## src/rtl/element_energy_update_macros.svh

```systemverilog
// ----------------------------------------------------------------------------
// Assertion macros for the element energy update block
// Concurrent assertion wrappers that compile away when ASSERT_OFF is defined.
// ----------------------------------------------------------------------------
`ifndef ELEMENT_ENERGY_UPDATE_MACROS_SVH
`define ELEMENT_ENERGY_UPDATE_MACROS_SVH
`ifndef ASSERT_OFF
// Antecedent implies consequent in the same cycle.
`define EEU_ASSERT_IMP(lbl, clk, rst_n, ante, cons) \
	lbl: assert property (@(posedge clk) disable iff (!rst_n) (ante) |-> (cons)) \
		else $error("element_energy_update assertion failed");
// Antecedent implies consequent in the following cycle.
`define EEU_ASSERT_NXT(lbl, clk, rst_n, ante, cons) \
	lbl: assert property (@(posedge clk) disable iff (!rst_n) (ante) |=> (cons)) \
		else $error("element_energy_update assertion failed");
`else
`define EEU_ASSERT_IMP(lbl, clk, rst_n, ante, cons)
`define EEU_ASSERT_NXT(lbl, clk, rst_n, ante, cons)
`endif
`endif

```

## src/rtl/eeu_pkg.sv

```systemverilog
// ----------------------------------------------------------------------------
// Element energy update package
// Widths, register indexes, controller and item types and a shared saturation helper.
// ----------------------------------------------------------------------------
package eeu_pkg;

	localparam int DATA_W        = 32;
	localparam int FRAC_BITS_DEF = 16;
	localparam int ALPHA_W       = 17;
	localparam int ALPHA_BITS    = 16;
	localparam int DIMS_W        = 2;
	localparam int CFG_IDX_W     = 2;
	localparam int SUM_W         = DATA_W + 1;
	localparam int WIDE_W        = 2 * DATA_W;
	localparam int ACC_W         = WIDE_W + 1;
	localparam int AK_W          = ALPHA_W + DATA_W;
	localparam int MAG_W         = WIDE_W;
	localparam int CHUNK_W       = 16;
	localparam int MUL_STEPS     = MAG_W / CHUNK_W;
	localparam int PP_W          = AK_W + CHUNK_W;
	localparam int PROD_W        = AK_W + MAG_W;
	localparam int DIV_W         = DATA_W + ALPHA_BITS;
	localparam int Q_W           = 34;
	localparam int NHI_W         = PROD_W - Q_W;
	localparam int REM2_W        = DIV_W + 1;
	localparam int RES_W         = Q_W + 1;
	localparam int CNT_W         = 6;

	localparam logic [CFG_IDX_W-1:0] REG_STAGE_WT  = 2'd0;
	localparam logic [CFG_IDX_W-1:0] REG_TIME_STEP = 2'd1;
	localparam logic [CFG_IDX_W-1:0] REG_DIM_COUNT = 2'd2;

	localparam logic [ALPHA_W-1:0] ALPHA_RST = 17'd65536;
	localparam logic [DIMS_W-1:0]  DIMS_RST  = 2'd3;
	localparam logic [DIMS_W-1:0]  DIMS_AXI  = 2'd2;

	localparam logic signed [WIDE_W-1:0] S64_MAX = 64'sh7FFF_FFFF_FFFF_FFFF;
	localparam logic signed [WIDE_W-1:0] S64_MIN = 64'sh8000_0000_0000_0000;
	localparam logic signed [DATA_W-1:0] S32_MAX = 32'sh7FFF_FFFF;
	localparam logic signed [DATA_W-1:0] S32_MIN = 32'sh8000_0000;
	localparam logic [Q_W-1:0] Q_CLAMP = {1'b1, {(Q_W-1){1'b0}}};

	typedef enum logic [2:0] {
		ST_IDLE,
		ST_TERM,
		ST_ACC,
		ST_AK,
		ST_MUL,
		ST_DIV_INIT,
		ST_DIV,
		ST_FIN
	} state_t;

	typedef struct packed {
		logic load;
		logic term;
		logic acc;
		logic ak;
		logic mstep;
		logic dinit;
		logic dstep;
		logic finish;
	} cmd_t;

	typedef struct packed {
		logic last;
		logic mass_zero;
		logic ovf;
		logic out_free;
	} status_t;

	typedef struct packed {
		logic signed [DATA_W-1:0] corner_force;
		logic signed [DATA_W-1:0] vel_old;
		logic signed [DATA_W-1:0] vel_new;
		logic signed [DATA_W-1:0] node_y;
		logic signed [DATA_W-1:0] sie_old;
		logic [DATA_W-1:0]        elem_mass;
		logic                     last_of_element;
	} item_t;

	// Saturate a signed 64-bit value to the signed 32-bit range.
	function automatic logic signed [DATA_W-1:0] sat32(input logic signed [WIDE_W-1:0] v);
		logic fits;
		fits = (&v[WIDE_W-1:DATA_W-1]) || !(|v[WIDE_W-1:DATA_W-1]);
		if (fits) begin
			return v[DATA_W-1:0];
		end else if (v[WIDE_W-1]) begin
			return S32_MIN;
		end else begin
			return S32_MAX;
		end
	endfunction

endpackage

```

## src/rtl/eeu_ctrl.sv

```systemverilog
// ----------------------------------------------------------------------------
// Element energy update controller
// Sequences term accumulation and the per-element scale and divide.
// ----------------------------------------------------------------------------
`include "element_energy_update_macros.svh"

module eeu_ctrl (
	input  logic             clk,
	input  logic             arst_n,
	input  logic             item_valid,
	output logic             item_ready,
	input  eeu_pkg::status_t status,
	output eeu_pkg::cmd_t    cmd
);
	import eeu_pkg::*;

	state_t           state_q;
	state_t           state_d;
	logic [CNT_W-1:0] cnt_q;
	logic             pend_q;

	always_ff @(posedge clk or negedge arst_n) begin
		if (!arst_n) begin
			state_q <= ST_IDLE;
			cnt_q   <= '0;
			pend_q  <= 1'b0;
		end else begin
			state_q <= state_d;
			case (state_q)
				ST_AK, ST_DIV_INIT: cnt_q <= '0;
				ST_MUL, ST_DIV:     cnt_q <= cnt_q + 1'b1;
				default:            cnt_q <= cnt_q;
			endcase
			// A term that is not the element's last is added while the next one loads.
			if (state_q == ST_TERM && !status.last) begin
				pend_q <= 1'b1;
			end else if (state_q == ST_IDLE) begin
				pend_q <= 1'b0;
			end
		end
	end

	always_comb begin
		state_d = state_q;
		case (state_q)
			ST_IDLE: begin
				if (item_valid) state_d = ST_TERM;
			end
			ST_TERM: begin
				state_d = status.last ? ST_ACC : ST_IDLE;
			end
			ST_ACC: begin
				state_d = status.mass_zero ? ST_FIN : ST_AK;
			end
			ST_AK: begin
				state_d = ST_MUL;
			end
			ST_MUL: begin
				if (cnt_q == CNT_W'(MUL_STEPS - 1)) state_d = ST_DIV_INIT;
			end
			ST_DIV_INIT: begin
				state_d = ST_DIV;
			end
			ST_DIV: begin
				if (status.ovf || cnt_q == CNT_W'(Q_W - 1)) state_d = ST_FIN;
			end
			ST_FIN: begin
				if (status.out_free) state_d = ST_IDLE;
			end
			default: begin
				state_d = ST_IDLE;
			end
		endcase
	end

	always_comb begin
		cmd        = '0;
		item_ready = 1'b0;
		case (state_q)
			ST_IDLE: begin
				item_ready = 1'b1;
				cmd.load   = item_valid;
				cmd.acc    = pend_q;
			end
			ST_TERM:     cmd.term   = 1'b1;
			ST_ACC:      cmd.acc    = 1'b1;
			ST_AK:       cmd.ak     = 1'b1;
			ST_MUL:      cmd.mstep  = 1'b1;
			ST_DIV_INIT: cmd.dinit  = 1'b1;
			ST_DIV:      cmd.dstep  = !status.ovf;
			ST_FIN:      cmd.finish = status.out_free;
			default: begin
				cmd        = '0;
				item_ready = 1'b0;
			end
		endcase
	end

	// The pending addition must drain before the next product overwrites it.
	`EEU_ASSERT_IMP(a_pend_drained, clk, arst_n, state_q == ST_TERM, !pend_q)
	// The divider never runs past its quotient width.
	`EEU_ASSERT_IMP(a_div_count, clk, arst_n, state_q == ST_DIV, cnt_q < CNT_W'(Q_W))

endmodule

```

## config.mk

```make
export PLATFORM = sky130hd
export DESIGN_NAME = eeu_ctrl
export DESIGN_NICKNAME = d
export VERILOG_FILES = /design/src/rtl/eeu_pkg.sv /design/src/rtl/eeu_ctrl.sv
export VERILOG_INCLUDE_DIRS = /design/src /design/src/rtl
export SDC_FILE = /design/constraint.sdc
export NUM_CORES = 1
export LEC_CHECK = 0
export BUFFER_PORTS_ARGS = -buffer_cell sky130_fd_sc_hd__buf_2
export CELL_PAD_IN_SITES_DETAIL_PLACEMENT = 2
export CELL_PAD_IN_SITES_GLOBAL_PLACEMENT = 2
export CORE_MARGIN = 2
export CORE_UTILIZATION = 32
export DETAILED_ROUTE_END_ITERATION = 12
export PLACE_DENSITY = 0.83
export RECOVER_POWER = 25
export SYNTH_ARGS = -nofsm -noshare
export SYNTH_HDL_FRONTEND = slang
export SYNTH_SLANG_ARGS = --single-unit
```

## constraint.sdc

```tcl
create_clock -name clk -period 3 [get_ports clk]
set_input_delay 0.6 -clock clk [delete_from_list [all_inputs] [get_ports clk]]
set_output_delay 0.6 -clock clk [all_outputs]
set_load 0.01 [all_outputs]
```

==> reports/metrics.yaml, run 1 <==
floorplan:
  start_util: 0.334
  coreArea_um2: 1940
  die_y_um: 49.0
  pin_count: 16
  die_x_um: 49.0
  rows: 16
  die-area_um2: 2400
sta:
  period_minus_slack_ns: 2.03
  setup_tns_ns: 0
  max_freq_mhz: 494
  tightest_slew_ns: 0.569
  hold_violations: 0
  rsz0062_at_grt: "false"
  fin_crit_sh: 0.675
  setup-violations-final: 0
  drv_slew: 0
  fin_skew_ns: 0.00104
  slew_headroom: 0.620
grt:
  grt_pass1_vias: 582
  track_usage: 0.160
  grt_max_degree: 12
  grt_pass1_wl_um: 2840
  overflow: 0
  antenna_found_initial: 0
route:
  dr.pass1.iters: 3
  first_iter_violations: 5
  post_drt_wl_per_cell_um: 14.2
  top_layer: "met4"
  finalWirelength_um: 1620
  vias: 563
  wl_met2_um: 700
  wl_met1_um: 828
  post_drt_via_cell_ratio: 4.94
  remaining_drc_errors: 0
  ant_nets: 0
  routed-wl-met3_um: 40
hold_path:
  hp-class: "in2async"
finish:
  syn2layout_area_growth_pct: 16.4
  fillers: 238
  nNetsFinal: 97
  drive_gt1_frac: 0.299
  diodes: 0
  mostFrequentLayoutCells: "buf_2, dfrtp_1, nor2_1"
  post_layout_nonfiller_instances: 114
  layout_commonest_cell: "buf_2"
job:
  cap_violations: 0
synth:
  synth_warnings: 0
  synth_compound_area_frac: 0.189
  syn_avg_cell_area_um2: 9.00
  synth_area_leaders: "dfrtp_1, nor2_1, o21ai_1, xnor2_4, ha_1"
  synth_fp_nets: 81
  synthAdderAreaFrac: 0.0386
  synth_top_family_by_area: "simple AND/OR/NAND/NOR gates"
  synthMuxAreaShare: 0
  synth_top_area_share: 0.386
  yosys.area_share.xor_xnor: 0.0560
  syn_area_um2: 648
  yosys_most_used_dff: "dfrtp_1"
  synth_cell_types: 29
  synth_edf_count: 0
  synthCells: 72
  yosysSeqAreaShare: 0.386
  async_flop_share: 1.00
  yosys.area_share.simple: 0.237
  synth_top_cell_by_area: "dfrtp_1"
  synth_seq_cells: 10
critical_path:
  crit_type: "reg2out"
  cp.required_ns: 2.40
  reg2reg_depth: 4
  crit_path_max_fanout: 10
  critPathLaunchType: "register"
  end_kind: "primary output"
  arrival_ns: 1.43
placement:
  hpwl_um: 1200
  place_congestion: 0.725
  place_inst: 110
  io_buffers: 15
clock_tree:
  cts_setup_buffers: 0
  htree_levels: 1
  tritoncts: "done"
  clk_path_buf_depth: 2
  cts_resized: 0
  clock_latency_ns: 0.28
  clock-sinks: 10
  ctsHoldBuffers: 0
  clkTransAtPathRegs_ns: 0.07
  numCtsBuffers: 3
  cts-root-buf: "clkbuf_4"
pwr:
  power.density_nw_per_um2: 983
  power.total_w: 0.000742
  ir_drop_v: 0.000407
  leakagePower_nw: 0.363
outcome:
  status: "complete, no violations"
-- worst max-delay path, stage by stage (launching register included) --
cell and delay (ns):
dfrtp_1 0.61, inv_2 0.11, a211oi_1 0.25, buf_2 0.18
-- kinds of logic after synthesis --
| kind of cell | count (synthesis) |
|---|---|
| AOI/OAI and AO/OA | 20 |
| buffers and inverters | 10 |
| adders and majority gates | 2 |
| and+or+nand+nor | 28 |
| DFF | 10 |
| xor gates and xnor gates | 2 |
-- layout make-up --
cell class | instances | area (um^2) | share of cell area
clock buffers | 4 | 36.3 | 0.0481
inverters | 6 | 22.5 | 0.0299
multi-input cells | 52 | 338 | 0.448
flip-flops and latches | 10 | 250 | 0.332
well taps | 27 | 33.8 | 0.0448
repair buffers | 15 | 73.8 | 0.0978
-- synth_stat cells (all sizes together), types with 2 or more instances --
cell,number
buf,4
nand2b,3
nand2,7
nor3,3
ha,2
a21oi,3
dfrtp,10
inv,6
nor2,9
nand3,3
o21ai,10
a211oi,2
-- per-layer routing --
| metal | GRT usage | up-vias |
|---|---|---|
| met5 | 0 | - |
| met4 | 0.114 | 0 |
| met3 | 0.0307 | 5 |
| met2 | 0.237 | 12 |
| met1 | 0.207 | 270 |
| li1 | - | 276 |
-- metrics by stage --
step | worst slack [ns] | hold WS (ns) | utilization | area (um^2)
final | 0.975 | 0.283 | 0.389 | 754
after global routing | 0.851 | 0.328 | 0.389 | 754
after CTS | 0.952 | 0.171 | 0.389 | 756
after detailed placement | 1.27 | 0.479 | 0.370 | 719
after global placement | 1.33 | 0.480 | 0.370 | 719
after floorplan | 1.40 | 0.304 | - | 648
-- sequential cells by signal (all words and copies together) (netlist names) --
| register | cells |
|---|---|
| state_q | 3 |
| cnt_q | 6 |
| pend_q | 1 |
-- report_power, final --
part	internal (W)	switching (W)
clock network	0.0000740	0.0000517
logic	0.000146	0.000196
registers	0.000180	0.0000941
total	0.000400	0.000342
-- final timing paths --
path,start,to,slack [ns]
max in group asynchronous,arst_n,pend_q,2.35
worst min register to register,cnt_q[5],cnt_q[5],0.52
worst min-delay path,arst_n,cnt_q[1],0.28
worst max-delay path,state_q[1],cmd[5],0.97
min in group clk,cnt_q[5],cnt_q[5],0.52
worst max register to register,state_q[2],cnt_q[3],1.73
(Power assumes the default switching activity.)
==> run 2, diff against run 1 <==
--- a/config.mk
+++ b/config.mk
@@ -6,13 +6,14 @@
 export SDC_FILE = /design/constraint.sdc
 export NUM_CORES = 1
 export LEC_CHECK = 0
+export ABC_AREA = 1
 export BUFFER_PORTS_ARGS = -buffer_cell sky130_fd_sc_hd__buf_2
 export CELL_PAD_IN_SITES_DETAIL_PLACEMENT = 2
 export CELL_PAD_IN_SITES_GLOBAL_PLACEMENT = 2
 export CORE_MARGIN = 2
-export CORE_UTILIZATION = 32
+export CORE_UTILIZATION = 25
 export DETAILED_ROUTE_END_ITERATION = 12
-export PLACE_DENSITY = 0.83
+export PLACE_DENSITY = 0.75
 export RECOVER_POWER = 25
 export SYNTH_ARGS = -nofsm -noshare
 export SYNTH_HDL_FRONTEND = slang
==> constraint.sdc (replaced) <==
create_clock -name clk -period 1.7 [get_ports clk]
set_input_delay 0.34 -clock clk [delete_from_list [all_inputs] [get_ports clk]]
set_output_delay 0.34 -clock clk [all_outputs]
set_load 0.01 [all_outputs]
==> run 2 against run 1 <==
Cell count grew 27%; clock power grew 76%; via count grew 23%; critical path depth grew 1; clock-buffer cell count is the same; clock skew grew 0.0019 ns; worst hold slack gained 0.031 ns; highest routed layer is now met3.
==> reports/metrics.yaml, run 2 <==
critical_path:
  cp_slowest_cell: "dfrtp_1"
  r2r-end: "state_q[2]"
  reg2reg_depth: 9
  cp.required_ns: 1.36
  path_buf_inv: 2
  crit_chain: "inv_2, nand2_1, nor2_1, buf_2"
  critPathMaxStageDelay_ns: 0.46
  critPathLaunchType: "register"
  arrival_ns: 1.30
  r2r-start: "cnt_q[1]"
  r2r_slack_ns: 0.40
  end_kind: "primary output"
  critPathTopFamily: "flip-flops"
  crit_type: "reg2out"
  crit_path_max_fanout: 6
finish:
  fillers: 312
  largest_reg_flops: 6
  nNetsFinal: 125
  layout_commonest_cell: "nand2_1"
  top_regs: "cnt_q x6, state_q x3, pend_q x1"
  fin_area_um2: 832
  regArea_um2: 253
  post_layout_nonfiller_instances: 145
  mostFrequentLayoutCells: "nand2_1, buf_2, inv_1"
  largest_register: "cnt_q"
  drive_gt1_frac: 0.287
  syn2layout_area_growth_pct: 23.1
  diodes: 0
  multiInputGateArea_um2: 350
route:
  vias: 692
  dr.pass1.iters: 2
  post_drt_via_cell_ratio: 4.77
  first_iter_violations: 3
  ant_nets: 0
  remaining_drc_errors: 0
  finalWirelength_um: 2150
  post_drt_wl_per_cell_um: 14.8
synth:
  synth.most_common_cell: "nand2_1"
  yosysSeqAreaShare: 0.370
  synth_fp_nets: 104
  synth_warnings: 0
  synth_area_leaders: "dfrtp_1, nand2_1, inv_1, nand3_1, nor2_1"
  syn_area_um2: 676
  synth_cell_types: 22
  yosys_most_used_dff: "dfrtp_1"
  synth_edf_count: 0
  synth_seq_cells: 10
  syn_avg_cell_area_um2: 7.11
  synth_top_cell_by_area: "dfrtp_1"
  async_flop_share: 1.00
  synth_common_cells: "nand2_1, inv_1, dfrtp_1, nor2_1, nand3_1"
  synth_top_area_share: 0.370
  synthCells: 95
clock_tree:
  numCtsBuffers: 3
  tritoncts: "done"
  clk_path_buf_depth: 2
  htree_levels: 1
  clock_latency_ns: 0.27
  cts-root-buf: "clkbuf_4"
  clkTransAtPathRegs_ns: 0.08
  clock-sinks: 10
floorplan:
  rows: 18
  pin_count: 16
  die-area_um2: 3130
  coreArea_um2: 2520
  die_y_um: 56.0
  start_util: 0.268
  die_x_um: 56.0
pwr:
  power.density_nw_per_um2: 1740
  ir_drop_v: 0.000875
  power.switching_w: 0.000720
  comb_power_share: 0.541
  p_int_w: 0.000724
  leakagePower_nw: 0.452
  switching_share: 0.499
  p_seq_frac: 0.305
  p_clk_frac: 0.154
outcome:
  status: "complete, no violations"
sta:
  setup-violations-final: 0
  setup_tns_ns: 0
  max_freq_mhz: 609
  slew_headroom: 0.586
  period_minus_slack_ns: 1.64
  fin_crit_sh: 0.966
  fin_skew_ns: 0.00290
  hold_violations: 0
  tightest_slew_ns: 0.620
  drv_slew: 0
  rsz0062_at_grt: "false"
grt:
  grt_pass1_wl_um: 3730
  overflow: 0
  antenna_found_initial: 0
  track_usage: 0.149
  grt_max_degree: 13
  met2_usage: 0.284
  busiest_layer: "met2"
  grt_pass1_vias: 787
  met1_usage: 0.170
  use_met3: 0.0419
placement:
  place_congestion: 0.695
  io_buffers: 15
  hpwl_um: 1670
  placed_area_um2: 769
  place_inst: 138
job:
  cap_violations: 0
hold_path:
  hp-class: "in2reg"
  min_delay_worst_endpoint: "pend_q"
  hp-start: "status[3]"
  holdPathStages: 2
## run 2: worst max-delay path by stage
| stage | start | to | slack [ns] | cells past startpoint |
|---|---|---|---|---|
| 6_report | state_q[0] | item_ready | 0.06 | 4 |
| 3_5_place_dp | state_q[2] | item_ready | 0.28 | 4 |
| 5_1_grt | state_q[0] | item_ready | 0.01 | 4 |
| 4_1_cts | state_q[1] | cmd[6] | 0.04 | 4 |
| 2_1_floorplan | state_q[2] | cmd[7] | 0.43 | 4 |
| 3_3_place_gp | state_q[2] | item_ready | 0.36 | 4 |
## run 2: layout make-up
class / instances / area share
clock buffer: 4 / 0.0436
inverter: 15 / 0.0677
timing repair buffer: 18 / 0.119
multi-input combinational: 68 / 0.421
sequential: 10 / 0.304
tap: 30 / 0.0451
## run 2: cells by family after synthesis
logic type | share of synthesized area
flip-flops | 0.370
adder cells (fa/ha/maj) | 0.0370
AO/OA/AOI/OAI | 0.0815
buffers and inverters | 0.111
XOR/XNOR | 0.0130
AND/OR/NAND/NOR | 0.387
## run 2: per-stage QoR
| step | total power, W | util | worst slack [ns] | hold slack [ns] |
|---|---|---|---|---|
| 2_1_floorplan | 0.000955 | - | 0.427 | 0.0444 |
| 3_3_place_gp | 0.00113 | 0.305 | 0.361 | 0.222 |
| 3_5_place_dp | 0.00118 | 0.305 | 0.281 | 0.224 |
| 4_1_cts | 0.00142 | 0.324 | 0.0354 | 0.313 |
| 5_1_grt | 0.00157 | 0.330 | 0.00988 | 0.324 |
| 6_report | 0.00144 | 0.330 | 0.0584 | 0.314 |
## run 2: routing by layer
layer | vias to the layer above | routed length, um
met1 | 339 | 917
met5 | - | 0
met2 | 7 | 1180
li1 | 346 | -
met3 | 0 | 51
met4 | 0 | 0
## run 2: power groups by stage
stage / Clock (W) / Combinational [W] / Sequential [W]
finish: 0.000222 / 0.000782 / 0.000441
global route: 0.000236 / 0.000881 / 0.000457
CTS: 0.000229 / 0.000726 / 0.000467
detailed placement: 0 / 0.000714 / 0.000471
global placement: 0 / 0.000672 / 0.000460
floorplan: 0 / 0.000570 / 0.000385
## run 2: worst register-to-register path, delay by kind of cell (launching register included)
| family | cells | cell delay (ns) |
|---|---|---|
| AND/OR/NAND/NOR | 6 | 0.47 |
| flip-flops | 1 | 0.41 |
| buffers and inverters | 2 | 0.14 |
| adder cells (fa/ha/maj) | 1 | 0.16 |
## run 2: repair_timing
item	in CTS	in global routing
endpoints found under the hold margin	10	0
setup endpoints to repair	1	6
resized for setup	1	1
setup buffers	0	2
hold buffers	1	0
==> run 3, diff against run 2 <==
--- a/config.mk
+++ b/config.mk
@@ -11,9 +11,9 @@
 export CELL_PAD_IN_SITES_DETAIL_PLACEMENT = 2
 export CELL_PAD_IN_SITES_GLOBAL_PLACEMENT = 2
 export CORE_MARGIN = 2
-export CORE_UTILIZATION = 25
+export CORE_UTILIZATION = 27
 export DETAILED_ROUTE_END_ITERATION = 12
-export PLACE_DENSITY = 0.75
+export PLACE_DENSITY = 0.77
 export RECOVER_POWER = 25
 export SYNTH_ARGS = -nofsm -noshare
 export SYNTH_HDL_FRONTEND = slang
==> constraint.sdc (replaced) <==
create_clock -name clk -period 1.67 [get_ports clk]
set_input_delay 0.334 -clock clk [delete_from_list [all_inputs] [get_ports clk]]
set_output_delay 0.334 -clock clk [all_outputs]
set_load 0.01 [all_outputs]
==> run 3 against run 2 <==
Via count increased by 4.5%; worst hold slack about the same; global-route usage increased by 3.0 points; clock power decreased by 25%; combinational power increased by 10%; clock-buffer cell count decreased by 1; first-iteration DRC count unchanged; die area decreased by 6.9%; cell area increased by 0.60%; worst setup slack improved by 0.028 ns; critical path depth unchanged; largest power group unchanged.
==> reports/metrics.yaml, run 3 (synthesis results as in run 2) <==
finish:
  largest_reg_flops: 6
  largest_register: "cnt_q"
  layout_commonest_cell: "nand2_1"
  drive_gt1_frac: 0.302
  syn2layout_area_growth_pct: 23.9
  final_util: 0.344
  fillers: 303
  diodes: 0
  nNetsFinal: 127
  mostFrequentLayoutCells: "nand2_1, buf_2, inv_1"
  top_regs: "cnt_q x6, state_q x3, pend_q x1"
placement:
  place_congestion: 0.718
  io_buffers: 15
  hpwl_um: 1730
route:
  post_drt_wl_per_cell_um: 15.8
  ant_nets: 0
  remaining_drc_errors: 0
  dr.pass1.iters: 2
  top_layer: "met4"
  routed-wl-met3_um: 105
  vias: 723
  finalWirelength_um: 2310
  post_drt_via_cell_ratio: 4.95
  wl_met1_um: 937
  wl_met2_um: 1240
  first_iter_violations: 3
sta:
  hold_violations: 0
  slew_headroom: 0.613
  tightest_slew_ns: 0.580
  drv_slew: 0
  fin_crit_sh: 0.948
  fin_hold_ws_ns: 0.313
  max_freq_mhz: 631
  rsz0062_at_grt: "true"
  fin_skew_ns: 0.00340
  period_minus_slack_ns: 1.58
  setup-violations-final: 0
critical_path:
  path_buf_inv: 2
  cp.required_ns: 1.34
  critPathLaunchType: "register"
  r2r-start: "cnt_q[1]"
  critical_path_cell_count: 4
  arrival_ns: 1.25
  reg2reg_depth: 9
  r2r_slack_ns: 0.27
  r2r-end: "state_q[1]"
  cp_slowest_cell: "dfrtp_2"
  crit_path_max_fanout: 5
  critPathMaxStageDelay_ns: 0.44
  critPathTopFamily: "flip-flops"
  crit_chain: "inv_1, nand2_1, nor2_1, buf_2"
  crit_type: "reg2out"
  end_kind: "primary output"
clock_tree:
  clk_path_buf_depth: 2
  cts-root-buf: "clkbuf_4"
  clkTransAtPathRegs_ns: 0.07
  htree_levels: 1
  numCtsBuffers: 3
  clock-sinks: 10
  tritoncts: "done"
  clock_latency_ns: 0.26
hold_path:
  hp-class: "in2reg"
  hp-start: "status[3]"
  holdPathStages: 2
  min_delay_worst_endpoint: "pend_q"
pwr:
  p_clk_frac: 0.111
  power.switching_w: 0.000768
  power.total_w: 0.00149
  switching_share: 0.515
  leakagePower_nw: 0.454
  ir_drop_v: 0.000769
  comb_power_share: 0.579
  p_int_w: 0.000724
  power.density_nw_per_um2: 1780
  p_seq_frac: 0.310
grt:
  overflow: 0
  grt_pass1_vias: 757
  grt_max_degree: 13
  antenna_found_initial: 0
  track_usage: 0.179
  grt_pass1_wl_um: 3600
floorplan:
  start_util: 0.278
  coreArea_um2: 2430
  die-area_um2: 2920
  rows: 18
  die_y_um: 54.0
  pin_count: 16
  die_x_um: 54.0
job:
  cap_violations: 0
outcome:
  status: "complete, no violations"
[run 3: metrics by stage]
stage	TNS, ns	instances	worst slack (ns)	instance area [um^2]
3_3_place_gp	0	138	0.319	769
5_1_grt	-0.0332	146	-0.0189	837
4_1_cts	0	142	0.00562	803
3_5_place_dp	0	138	0.261	769
2_1_floorplan	0	95	0.403	676
6_report	0	146	0.0864	837
[run 3: power groups by stage]
stage / logic (W) / registers, W / clock network (W)
global route: 0.000970 / 0.000477 / 0.000193
floorplan: 0.000580 / 0.000392 / 0
finish: 0.000863 / 0.000462 / 0.000166
detailed placement: 0.000731 / 0.000486 / 0
global placement: 0.000687 / 0.000471 / 0
CTS: 0.000741 / 0.000484 / 0.000177
[run 3: timing repair]
action | 4_1_cts | 5_1_grt
setup buffers | 0 | 4
gates resized for setup | 1 | 3
endpoints found under the hold margin | 10 | 0
gates cloned | 0 | 0
endpoints found under the setup margin | 3 | 8
hold buffers | 1 | 0
[run 3: final cells by class]
class | instances | area (um^2) | area share
Timing Repair Buffer | 20 | 114 | 0.136
Tap cell | 30 | 37.5 | 0.0448
Multi-Input combinational cell | 68 | 350 | 0.419
Sequential cell | 10 | 254 | 0.303
Inverter | 15 | 58.8 | 0.0703
Clock buffer | 3 | 22.5 | 0.0269
[run 3: metal layers]
metal / GRT usage / vias up
li1: - / 348
met1: 0.198 / 359
met2: 0.309 / 12
met3: 0.0722 / 4
met4: 0.0625 / 0
met5: 0 / -
[run 3: worst max-delay path by stage]
stage / from / end
CTS: state_q[0] / item_ready
finish: state_q[2] / item_ready
floorplan: state_q[2] / cmd[7]
detailed placement: state_q[2] / item_ready
global route: state_q[2] / item_ready
global placement: state_q[2] / cmd[7]
